**src/rtl/delayed_token_bucket_shaper_unit_defines.svh**
```systemverilog
// Assertion macros used by the shaper top level.
`ifndef DELAYED_TOKEN_BUCKET_SHAPER_UNIT_DEFINES_SVH
`define DELAYED_TOKEN_BUCKET_SHAPER_UNIT_DEFINES_SVH

`ifndef SYNTH
// Check a property on every rising clock edge outside reset.
`define DTBS_ASSERT(lbl, clk, rst_n, prop, msg) \
  lbl: assert property (@(posedge clk) disable iff (!rst_n) prop) else $error(msg);
// Check a property on every rising clock edge, reset included.
`define DTBS_ASSERT_ALWAYS(lbl, clk, prop, msg) \
  lbl: assert property (@(posedge clk) prop) else $error(msg);
`else
`define DTBS_ASSERT(lbl, clk, rst_n, prop, msg)
`define DTBS_ASSERT_ALWAYS(lbl, clk, prop, msg)
`endif

`endif

```
**src/rtl/dtbs_pkg.sv**
```systemverilog
// Types, codes and constants of the delayed token bucket shaper.
`timescale 1ns / 1ps
package dtbs_pkg;

  localparam int unsigned QUEUE_DEPTH_DEF = 10;

  localparam logic [23:0] TOKEN_MAX     = 24'hFFFFFF;
  localparam logic [15:0] RATE_RESET    = 16'd512;
  localparam logic [15:0] LATENCY_RESET = 16'd100;

  // Event selector codes
  localparam logic [1:0] FUNC_TICK   = 2'd0;
  localparam logic [1:0] FUNC_ARRIVE = 2'd1;
  localparam logic [1:0] FUNC_SEND   = 2'd2;

  // Result status codes
  localparam logic [2:0] ST_QUEUED   = 3'd0;
  localparam logic [2:0] ST_REJECTED = 3'd1;
  localparam logic [2:0] ST_SENT     = 3'd2;
  localparam logic [2:0] ST_NOTHING  = 3'd3;
  localparam logic [2:0] ST_DONE     = 3'd4;

  // Configuration register indexes
  localparam logic [1:0] REG_RATE    = 2'd0;
  localparam logic [1:0] REG_LATENCY = 2'd1;

  // One queued chunk
  typedef struct packed {
    logic [15:0] size;
    logic [9:0]  handle;
    logic [31:0] due;
  } entry_t;

  // Per-cell control
  typedef struct packed {
    logic load;
    logic shift;
  } cell_ctrl_t;

  // One result item
  typedef struct packed {
    logic [2:0]  status;
    logic [9:0]  sent_handle;
    logic [15:0] sent_size;
    logic [3:0]  queued_count;
    logic        closed;
  } res_t;

endpackage

```
**src/rtl/dtbs_cell.sv**
```systemverilog
// One queue cell: holds a chunk and takes its upper neighbor's chunk on a shift.
`timescale 1ns / 1ps
module dtbs_cell (
  input  logic                clk_i,
  input  dtbs_pkg::cell_ctrl_t ctrl_i,
  input  dtbs_pkg::entry_t    load_data_i,
  input  dtbs_pkg::entry_t    next_data_i,
  output dtbs_pkg::entry_t    data_o
);

  dtbs_pkg::entry_t data_q;
  dtbs_pkg::entry_t data_d;

  // Pick the new content: fresh chunk, neighbor's chunk, or hold
  always_comb begin
    data_d = data_q;
    if (ctrl_i.load) begin
      data_d = load_data_i;
    end else if (ctrl_i.shift) begin
      data_d = next_data_i;
    end
  end

  always_ff @(posedge clk_i) begin
    data_q <= data_d;
  end

  assign data_o = data_q;

endmodule

```
**src/rtl/dtbs_out_buf.sv**
```systemverilog
// Result output register with a one-entry skid stage.
`timescale 1ns / 1ps
module dtbs_out_buf (
  input  logic           clk_i,
  input  logic           rst_ni,
  input  logic           push_i,
  input  dtbs_pkg::res_t res_i,
  output logic           space_o,
  output logic           out_valid_o,
  input  logic           out_ready_i,
  output dtbs_pkg::res_t res_o
);

  logic           out_valid_q;
  logic           skid_valid_q;
  dtbs_pkg::res_t out_q;
  dtbs_pkg::res_t skid_q;
  logic           out_free;

  assign out_free = !out_valid_q || out_ready_i;
  assign space_o  = !skid_valid_q;

  // Track which stages hold a result
  always_ff @(posedge clk_i or negedge rst_ni) begin
    if (!rst_ni) begin
      out_valid_q  <= 1'b0;
      skid_valid_q <= 1'b0;
    end else if (out_free) begin
      out_valid_q  <= skid_valid_q || push_i;
      skid_valid_q <= skid_valid_q && push_i;
    end else if (push_i) begin
      skid_valid_q <= 1'b1;
    end
  end

  // Move payloads: skid drains into the output stage first
  always_ff @(posedge clk_i) begin
    if (out_free) begin
      if (skid_valid_q) begin
        out_q <= skid_q;
        if (push_i) begin
          skid_q <= res_i;
        end
      end else if (push_i) begin
        out_q <= res_i;
      end
    end else if (push_i) begin
      skid_q <= res_i;
    end
  end

  assign out_valid_o = out_valid_q;
  assign res_o       = out_q;

endmodule

```
**src/rtl/delayed_token_bucket_shaper_unit.sv**
```systemverilog
// Top level of the delayed token bucket shaper: control, token bucket, cell chain.
//
//   channel | direction | handshake                 | payload
//   in      | input     | in_valid_i / in_ready_o   | func, now_ms, chunk_size, chunk_handle
//   out     | output    | out_valid_o / out_ready_i | status, sent_handle, sent_size, ...
//   cfg     | input     | cfg_valid_i / cfg_ready_o | cfg_index_i, cfg_data_i
//
// One item per cycle while in_ready_o is high; its result is registered in the output buffer.
// The queue is a chain of cells with cell 0 as head; a send shifts every cell down one.
// A one-entry skid stage lets one more item in while a result waits; in_ready_o drops
// only when both output stages are full. Configuration writes are taken every cycle.
// Reset clears counters, flags and the bucket (to 512); cell contents are not reset.
`timescale 1ns / 1ps
`include "delayed_token_bucket_shaper_unit_defines.svh"
module delayed_token_bucket_shaper_unit #(
  parameter int unsigned QUEUE_DEPTH = dtbs_pkg::QUEUE_DEPTH_DEF
) (
  input  logic        clk_i,
  input  logic        rst_ni,
  input  logic        in_valid_i,
  output logic        in_ready_o,
  input  logic [1:0]  func_i,
  input  logic [31:0] now_ms_i,
  input  logic [15:0] chunk_size_i,
  input  logic [9:0]  chunk_handle_i,
  output logic        out_valid_o,
  input  logic        out_ready_i,
  output logic [2:0]  status_o,
  output logic [9:0]  sent_handle_o,
  output logic [15:0] sent_size_o,
  output logic [3:0]  queued_count_o,
  output logic        closed_o,
  input  logic        cfg_valid_i,
  output logic        cfg_ready_o,
  input  logic [1:0]  cfg_index_i,
  input  logic [15:0] cfg_data_i
);

  localparam int unsigned FILL_W = $clog2(QUEUE_DEPTH + 1);

  logic [15:0]       rate_q;
  logic [15:0]       latency_q;
  logic [FILL_W-1:0] fill_q, fill_d;
  logic              head_ready_q, head_ready_d;
  logic [23:0]       token_q, token_d;
  logic              end_seen_q, end_seen_d;

  logic              in_acc;
  logic              buf_space;
  logic              enq;
  logic              deq;
  logic              has_room;
  logic              past_due;
  logic [31:0]       due_diff;
  logic [24:0]       tok_sum;
  dtbs_pkg::entry_t  head;
  dtbs_pkg::entry_t  new_entry;
  dtbs_pkg::res_t    res;
  dtbs_pkg::res_t    res_out;

  dtbs_pkg::entry_t     cell_data [QUEUE_DEPTH];
  dtbs_pkg::cell_ctrl_t cell_ctrl [QUEUE_DEPTH];

  assign in_ready_o  = buf_space;
  assign in_acc      = in_valid_i && buf_space;
  assign cfg_ready_o = 1'b1;

  // Write configuration registers
  always_ff @(posedge clk_i or negedge rst_ni) begin
    if (!rst_ni) begin
      rate_q    <= dtbs_pkg::RATE_RESET;
      latency_q <= dtbs_pkg::LATENCY_RESET;
    end else if (cfg_valid_i) begin
      case (cfg_index_i)
        dtbs_pkg::REG_RATE:    rate_q    <= cfg_data_i;
        dtbs_pkg::REG_LATENCY: latency_q <= cfg_data_i;
        default: ;
      endcase
    end
  end

  assign head      = cell_data[0];
  assign due_diff  = now_ms_i - head.due;
  assign past_due  = (due_diff != 32'd0) && !due_diff[31];
  assign tok_sum   = {1'b0, token_q} + {9'd0, rate_q};
  assign has_room  = fill_q < FILL_W'(QUEUE_DEPTH);

  assign new_entry.size   = chunk_size_i;
  assign new_entry.handle = chunk_handle_i;
  assign new_entry.due    = now_ms_i + {16'd0, latency_q};

  // Decode the event and form next state and result
  always_comb begin
    fill_d       = fill_q;
    head_ready_d = head_ready_q;
    token_d      = token_q;
    end_seen_d   = end_seen_q;
    enq          = 1'b0;
    deq          = 1'b0;
    res.status      = dtbs_pkg::ST_DONE;
    res.sent_handle = 10'd0;
    res.sent_size   = 16'd0;
    case (func_i)
      dtbs_pkg::FUNC_TICK: begin
        if (fill_q != '0 && past_due) begin
          head_ready_d = 1'b1;
          token_d = tok_sum[24] ? dtbs_pkg::TOKEN_MAX : tok_sum[23:0];
        end else begin
          token_d = {8'd0, rate_q};
        end
      end
      dtbs_pkg::FUNC_ARRIVE: begin
        if (!has_room) begin
          res.status = dtbs_pkg::ST_REJECTED;
        end else if (chunk_size_i == 16'd0) begin
          end_seen_d = 1'b1;
        end else begin
          enq        = 1'b1;
          fill_d     = fill_q + FILL_W'(1);
          res.status = dtbs_pkg::ST_QUEUED;
        end
      end
      dtbs_pkg::FUNC_SEND: begin
        if (fill_q != '0 && head_ready_q && token_q >= {8'd0, head.size}) begin
          deq             = 1'b1;
          fill_d          = fill_q - FILL_W'(1);
          head_ready_d    = 1'b0;
          token_d         = token_q - {8'd0, head.size};
          res.status      = dtbs_pkg::ST_SENT;
          res.sent_handle = head.handle;
          res.sent_size   = head.size;
        end else begin
          res.status = dtbs_pkg::ST_NOTHING;
        end
      end
      default: ;
    endcase
    res.queued_count = 4'(fill_d);
    res.closed       = end_seen_d && (fill_d == '0);
  end

  // Update control state on each accepted item
  always_ff @(posedge clk_i or negedge rst_ni) begin
    if (!rst_ni) begin
      fill_q       <= '0;
      head_ready_q <= 1'b0;
      token_q      <= {8'd0, dtbs_pkg::RATE_RESET};
      end_seen_q   <= 1'b0;
    end else if (in_acc) begin
      fill_q       <= fill_d;
      head_ready_q <= head_ready_d;
      token_q      <= token_d;
      end_seen_q   <= end_seen_d;
    end
  end

  // Build the cell chain; a new chunk lands in the first free cell
  for (genvar i = 0; i < QUEUE_DEPTH; i++) begin : g_cell
    assign cell_ctrl[i].load  = in_acc && enq && (fill_q == FILL_W'(i));
    assign cell_ctrl[i].shift = in_acc && deq;
    if (i == QUEUE_DEPTH - 1) begin : g_last
      dtbs_cell u_cell (
        .clk_i       (clk_i),
        .ctrl_i      (cell_ctrl[i]),
        .load_data_i (new_entry),
        .next_data_i (cell_data[i]),
        .data_o      (cell_data[i])
      );
    end else begin : g_mid
      dtbs_cell u_cell (
        .clk_i       (clk_i),
        .ctrl_i      (cell_ctrl[i]),
        .load_data_i (new_entry),
        .next_data_i (cell_data[i+1]),
        .data_o      (cell_data[i])
      );
    end
  end

  dtbs_out_buf u_out_buf (
    .clk_i       (clk_i),
    .rst_ni      (rst_ni),
    .push_i      (in_acc),
    .res_i       (res),
    .space_o     (buf_space),
    .out_valid_o (out_valid_o),
    .out_ready_i (out_ready_i),
    .res_o       (res_out)
  );

  assign status_o       = res_out.status;
  assign sent_handle_o  = res_out.sent_handle;
  assign sent_size_o    = res_out.sent_size;
  assign queued_count_o = res_out.queued_count;
  assign closed_o       = res_out.closed;

  // Queue never overfills
  `DTBS_ASSERT(a_fill_bound, clk_i, rst_ni, fill_q <= FILL_W'(QUEUE_DEPTH), "fill exceeds depth")
  // A ready head implies a queued chunk
  `DTBS_ASSERT(a_ready_nonempty, clk_i, rst_ni, head_ready_q |-> fill_q != '0, "ready on empty")
  // A send removes exactly one chunk and clears the ready flag
  `DTBS_ASSERT(a_send_pops, clk_i, rst_ni, (in_acc && deq) |=> (fill_q == $past(fill_q) - FILL_W'(1)) && !head_ready_q, "send did not pop")

endmodule
```
**config.mk**
```make
export PLATFORM = sky130hd
export DESIGN_NAME = delayed_token_bucket_shaper_unit
export DESIGN_NICKNAME = d
export VERILOG_FILES = /design/src/rtl/dtbs_pkg.sv /design/src/rtl/dtbs_cell.sv /design/src/rtl/dtbs_out_buf.sv /design/src/rtl/delayed_token_bucket_shaper_unit.sv
export VERILOG_INCLUDE_DIRS = /design/src /design/src/rtl
export SDC_FILE = /design/constraint.sdc
export NUM_CORES = 1
export LEC_CHECK = 0
export BUFFER_PORTS_ARGS = -buffer_cell sky130_fd_sc_hd__buf_4
export CAP_MARGIN = 20
export CORE_MARGIN = 8
export CORE_UTILIZATION = 41
export CTS_BUF_LIST = sky130_fd_sc_hd__clkbuf_8
export CTS_CLUSTER_SIZE = 8
export DETAILED_ROUTE_END_ITERATION = 10
export GPL_TIMING_DRIVEN = 0
export MAX_ROUTING_LAYER = met4
export SYNTH_ARGS = -nofsm -noshare
export SYNTH_HDL_FRONTEND = slang
export SYNTH_SLANG_ARGS = --single-unit
```
**constraint.sdc**
```tcl
create_clock -name clk_i -period 6.35 [get_ports clk_i]
set_clock_uncertainty 0.15 [all_clocks]
set_input_delay 1.27 -clock clk_i [delete_from_list [all_inputs] [get_ports clk_i]]
set_output_delay 1.27 -clock clk_i [all_outputs]
set_load 0.05 [all_outputs]
```
==> impl_metrics.yaml, run 1 <==
global_route:
  grt_max_degree: 65
  grt_antenna_before_repair: 1
  grt_overflow: 0
  grt_pass1_wl_mm: 126.0
  first_global_vias: 22250
  grt_use_total_pct: 17.43
place:
  gp_congestion: 0.9054
  dp_cells: 4102
  dpl.hpwl_mm: 61.29
  placed_area_sq_um: 36600
  pre_cts_ws_ps: 192.2
  port_buffers: 118
sta:
  setup_tns_ps: 0
  clock.fmax_mhz: 181.9
  slew_viol_final: 0
  fin_crit_sh_pct: 86.57
  slew_headroom_pct: 11.20
  hold_viol_final: 0
  grt_setup_unrepaired: "false"
  tightest_slew_ps: 1315
  holdWs_ps: 309.3
  period_needed_ps: 5497
  setup_viol: 0
  finalWorstSetupSlack_ps: 852.8
status:
  status: "finished, final reports clean"
cts:
  cts_resized: 0
  clkTransAtPathRegs_ps: 70
  clock_latency_ps: 740
  cts_buffer_depth: 3
  cts_tree: "yes"
  cts_buffers: 114
  cts-root-buf: "clkbuf_8"
  postCtsSetupRepairBufs: 0
  cts.sinks: 712
  cts_max_level: 3
  hold_buffers: 0
cells_and_area:
  finish.utilization_pct: 47.10
  layout_common_cells: "edfxtp_1, nand2_1, o21ai_0, mux2_2, inv_1"
  fin_area_sq_um: 38740
  area.growth.synth_to_final_pct: 13.62
  layout.nets: 3324
  stdcell_count: 4305
  final_common_cell: "edfxtp_1"
  drive_above_1_share_pct: 17.81
synthesis:
  ys_ff_latch: 712
  synthArstFlopShare_pct: 8.989
  synthDistinctLibCells: 85
  synth_top_cell_by_area: "edfxtp_1"
  postSynthCellCount: 2899
  yosysTopAreaCellShare_pct: 57.07
  synth_edf_count: 648
  seq_area_frac_synth_pct: 61.79
  syn_nets: 3072
  synth_area_sq_um: 34090
  avgSynthCellArea_sq_um: 11.76
  yosys-top-cells-area: "edfxtp_1, mux2_2, nand2_1"
  yosys_warnings: 0
  synthFlopType: "edfxtp_1"
detailed_routing:
  ant_nets: 0
  via_per_inst: 5.177
  first_pass_iters: 5
  avgRoutedWirePerCell_um: 18.71
  drtIter0Drc: 1478
  postRouteWirelength_mm: 80.55
  num_vias: 22290
  drc: 0
worst_setup_path:
  critPathLaunch: "now_ms_i[0]"
  crit_chain: "buf_4, ha_1, inv_1, fa_1, nor2b_1, o21ai_0, a21o_1, a2111oi_1, o41a_1, o21a_1, o21a_1, o21ai_1, a21boi_1, nand3_1, xor2_1, o21ai_0"
  worstPathArrival_ps: 5750
  slowest_delay_ps: 730
  timing.rr.start: "g_cell[0].g_mid.u_cell.data_o[52]"
  crit_path_start_kind: "input pin"
  critPathRequiredTime_ps: 6600
  path_class: "in2reg"
  reg2reg_to: "g_cell[8].g_mid.u_cell.data_o[47]"
  cpMaxStageDelayCell: "xor2_1"
  crit_path_end_kind: "flip-flop"
  critPathMaxFanout: 10
  cp-endpoint: "g_cell[1].g_mid.u_cell.data_o[30]"
  r2r_slack_ps: 1020
  ff2ff_path_depth: 12
floorplan:
  rows: 105
  pin_count: 120
  start_util_pct: 41.46
  dieArea_sq_um: 92640
  fp.dieW_um: 304.4
  die_h_um: 304.4
  coreArea_sq_um: 82240
flow_run:
  drv_cap: 0
worst_hold_path:
  hold_path_class: "reg2reg"
power:
  power_mw: 12.46
  p_leak_nw: 14.90
  irDropWorstVdd_mv: 0.1616
  powerDensity_nw_per_um2: 321.6
routing by layer:
layer  share of wire [%]  global-route usage [%]
met1                  45                   22.21
met2                  47                   28.53
met3                 4.7                   2.789
met4                 2.7                   5.484
met5                   0                       -
how the worst min path moves through the flow:
stage / start / depth (start not counted) / slack (ps) / endpoint
2_1_floorplan: end_seen_q / 1 / 280 / end_seen_q
3_3_place_gp: end_seen_q / 1 / 290 / end_seen_q
3_5_place_dp: end_seen_q / 1 / 300 / end_seen_q
4_1_cts: end_seen_q / 1 / 310 / end_seen_q
5_1_grt: end_seen_q / 1 / 330 / end_seen_q
6_report: end_seen_q / 1 / 310 / end_seen_q
kinds of logic after synthesis:
| kind of cell | Yosys count | synth area share, % |
|---|---|---|
| compound gates | 559 | 9.956 |
| xor+xnor | 65 | 1.670 |
| fa+ha+maj | 90 | 3.391 |
| buf+inv | 282 | 3.233 |
| flops | 712 | 61.79 |
| mux | 253 | 8.320 |
| other cells | 1 | 0.01100 |
| simple gates | 937 | 11.63 |
cell usage after synthesis (4+ instances only):
| master | n |
|---|---|
| mux2i_1 | 10 |
| o21ai_0 | 293 |
| a211oi_1 | 13 |
| xor2_1 | 38 |
| and3_1 | 21 |
| nand2_1 | 651 |
| o31ai_1 | 27 |
| o221ai_1 | 4 |
| o21ai_1 | 8 |
| nand2b_1 | 11 |
| xnor2_1 | 27 |
| a31oi_1 | 11 |
| and4_1 | 4 |
| buf_4 | 4 |
| a21o_1 | 24 |
| mux2_2 | 243 |
| a21oi_1 | 84 |
| nor2b_1 | 14 |
| clkbuf_1 | 139 |
| nor3b_1 | 4 |
| edfxtp_1 | 648 |
| dfrtp_1 | 59 |
| buf_1 | 16 |
| or3_1 | 5 |
| o221a_2 | 5 |
| dfstp_2 | 5 |
| buf_2 | 10 |
| and2_1 | 22 |
| a41oi_1 | 5 |
| inv_1 | 108 |
| ha_1 | 86 |
| o21a_1 | 15 |
| nor3_1 | 22 |
| nand3_1 | 34 |
| o211ai_1 | 4 |
| nor2_1 | 100 |
| o22ai_1 | 8 |
| nor4_1 | 13 |
| fa_1 | 4 |
| nand4_1 | 21 |
critical path, delay by kind of cell:
| kind | cells | cell delay (ps) |
|---|---|---|
| AO/OA/AOI/OAI | 9 | 2640 |
| XOR/XNOR | 1 | 730 |
| adder cells (fa/ha/maj) | 2 | 580 |
| AND/OR/NAND/NOR | 2 | 340 |
| buffers and inverters | 2 | 180 |
sequential cells by signal, summed over array words and instances, names as in the netlist:
name                         cells
end_seen_q                       1
g_cell.g_mid.u_cell.data_o     522
token_q                         24
g_cell.g_last.u_cell.data_o     58
head_ready_q                     1
latency_q                       16
fill_q                           4
rate_q                          16
u_out_buf.res_o                 34
u_out_buf.skid_q                34
u_out_buf.skid_valid_q           1
u_out_buf.out_valid_o            1
power breakdown:
part	total, mW	internal (mW)	switching [mW]
Clock	3.64	1.83	1.81
Sequential	5.83	5.62	0.210
Combinational	2.99	1.07	1.91
final cells by class:
cell class                 count  area, sq um
tap                         1070         1339
sequential                   712        21070
timing repair buffer         136         1155
buffer                       172        689.4
clock inverter                80        475.5
fill                        7387        43500
multi-input combinational   1905        11960
clock buffer                 119         1638
inverter                     110        412.9
antenna                        1        2.502
Note: power is estimated with default switching activity, not from simulation.
==> inputs of run 2 (changes only) <==
--- a/config.mk
+++ b/config.mk
@@ -9,12 +9,13 @@
 export BUFFER_PORTS_ARGS = -buffer_cell sky130_fd_sc_hd__buf_4
 export CAP_MARGIN = 20
 export CORE_MARGIN = 8
-export CORE_UTILIZATION = 41
+export CORE_UTILIZATION = 65
 export CTS_BUF_LIST = sky130_fd_sc_hd__clkbuf_8
 export CTS_CLUSTER_SIZE = 8
 export DETAILED_ROUTE_END_ITERATION = 10
 export GPL_TIMING_DRIVEN = 0
 export MAX_ROUTING_LAYER = met4
+export PLACE_DENSITY = 0.83
 export SYNTH_ARGS = -nofsm -noshare
 export SYNTH_HDL_FRONTEND = slang
 export SYNTH_SLANG_ARGS = --single-unit
==> run 2 against run 1 <==
Power down 1.8%. Clock power decreased by 5%. Cell count shrank 9.2%. Sequential share of layout area is 0.88 points higher. Combinational power about the same. Core utilization rose by 26 points. Final area down 1.6%. Via count grew 4.0%. Register-to-register slack improved by 60 ps. Critical path depth stayed put. Global-route usage up 8.9 points. Sequential cell count unchanged. Largest power group unchanged.
==> impl_metrics.yaml, run 2 (synthesis results as in run 1) <==
status:
  status: "finished, final reports clean"
flow_run:
  drv_cap: 0
cts:
  clock_latency_ps: 720
  cts_resized: 0
  cts-root-buf: "clkbuf_8"
  cts_buffer_depth: 3
  cts_tree: "yes"
  cts_buffers: 110
  clkTransAtPathRegs_ps: 60
  cts.sinks: 712
  hold_buffers: 0
  cts_max_level: 3
  postCtsSetupRepairBufs: 0
global_route:
  grt_overflow: 0
  grt_max_degree: 65
  first_global_vias: 22510
  grt_use_total_pct: 26.32
  grt_antenna_before_repair: 1
  grt_pass1_wl_mm: 121.5
worst_hold_path:
  hold_path_class: "reg2reg"
  worstHoldStart: "end_seen_q"
sta:
  finalWorstSetupSlack_ps: 777.8
  tightest_slew_ps: 1113
  period_needed_ps: 5572
  grt_setup_unrepaired: "false"
  slew_headroom_pct: 25.81
  hold_viol_final: 0
  clock.fmax_mhz: 179.5
  setup_viol: 0
  holdWs_ps: 314.5
  setup_tns_ps: 0
  fin_crit_sh_pct: 87.75
  slew_viol_final: 0
floorplan:
  dieArea_sq_um: 60040
  rows: 84
  start_util_pct: 65.27
  pin_count: 120
  fp.dieW_um: 245.0
  die_h_um: 245.0
  coreArea_sq_um: 52240
cells_and_area:
  largest_register_ffs: 522
  multi_input_area_sq_um: 11960
  area.growth.synth_to_final_pct: 11.81
  n_fill_cell: 3277
  final_common_cell: "edfxtp_1"
  ff_latch_area_sq_um: 21070
  finish.utilization_pct: 72.98
  layout.nets: 3323
  layout_common_cells: "edfxtp_1, nand2_1, o21ai_0, mux2_2, inv_1"
  drive_above_1_share_pct: 17.73
detailed_routing:
  postRouteWirelength_mm: 78.20
  num_vias: 23180
  first_pass_iters: 5
  drc: 0
  via_per_inst: 5.929
  drtIter0Drc: 1952
  avgRoutedWirePerCell_um: 20.00
  ant_nets: 0
power:
  power_mw: 12.24
  powerDensity_nw_per_um2: 321.0
  p_leak_nw: 14.83
  irDropWorstVdd_mv: 0.1796
worst_setup_path:
  path_class: "in2reg"
  critPathRequiredTime_ps: 6600
  critPathLaunch: "now_ms_i[0]"
  critPathMaxFanout: 10
  crit_chain: "buf_4, ha_1, inv_1, fa_1, nor2b_1, o21ai_0, a21o_1, a2111oi_1, o41a_1, o21a_1, o21a_1, o21ai_1, a21boi_1, nand3_1, xor2_1, o21ai_0"
  timing.rr.start: "g_cell[0].g_mid.u_cell.data_o[52]"
  crit_path_start_kind: "input pin"
  slowest_delay_ps: 760
  crit_path_end_kind: "flip-flop"
  worstPathArrival_ps: 5820
  cpMaxStageDelayCell: "a21boi_1"
  r2r_slack_ps: 1080
place:
  gp_congestion: 0.9191
  port_buffers: 118
  pre_cts_ws_ps: 250.6
  dpl.hpwl_mm: 56.99
[run 2: changes by cell type in the layout (fill, tap and decap cells not counted), moves of 2 or more]
cell / change
buf_4: +2
clkinv_1: -7
clkbuf_8: -7
clkinv_16: -2
[run 2: final timing paths]
check	to	cells after the start
setup reg to reg	g_cell[8].g_mid.u_cell.data_o[47]	12
max in group asynchronous	rate_q[0]	1
setup / recovery	g_cell[6].g_mid.u_cell.data_o[30]	16
hold reg to reg	end_seen_q	1
hold / removal	end_seen_q	1
min in group asynchronous	token_q[11]	1
[run 2: report_power, final]
group	switching, mW	internal [mW]
Combinational	1.89	1.08
Clock	1.74	1.72
Sequential	0.186	5.62
Total	3.82	8.42
[run 2: critical path: cells and delay by family]
family | cells | cell delay (ps)
adder cells (fa/ha/maj) | 2 | 570
XOR/XNOR | 1 | 760
AND/OR/NAND/NOR | 2 | 340
AO/OA/AOI/OAI | 9 | 2690
buffers and inverters | 2 | 170
[run 2: routing by layer]
| layer | share of wire, % | global-route usage, % |
|---|---|---|
| met5 | 0 | - |
| met4 | 2.7 | 9.253 |
| met3 | 6.2 | 3.663 |
| met2 | 48 | 42.25 |
| met1 | 43 | 34.48 |
[run 2: layout make-up]
type / count / area share (%)
multi-input cells: 1905 / 31.37
inverters: 110 / 1.083
well taps: 688 / 2.258
repair buffers: 139 / 3.128
diodes: 1 / 0.006565
plain buffers: 172 / 1.809
flip-flops and latches: 712 / 55.26
clock inverters: 71 / 1.041
clock buffers: 112 / 4.044
[run 2: metrics by stage]
stage               instance area (sq um)  cells
finish                              38120   3910
global route                        38120   3910
CTS                                 38060   3902
detailed placement                  36130   3719
global placement                    35840   3705
floorplan                           34090   2899
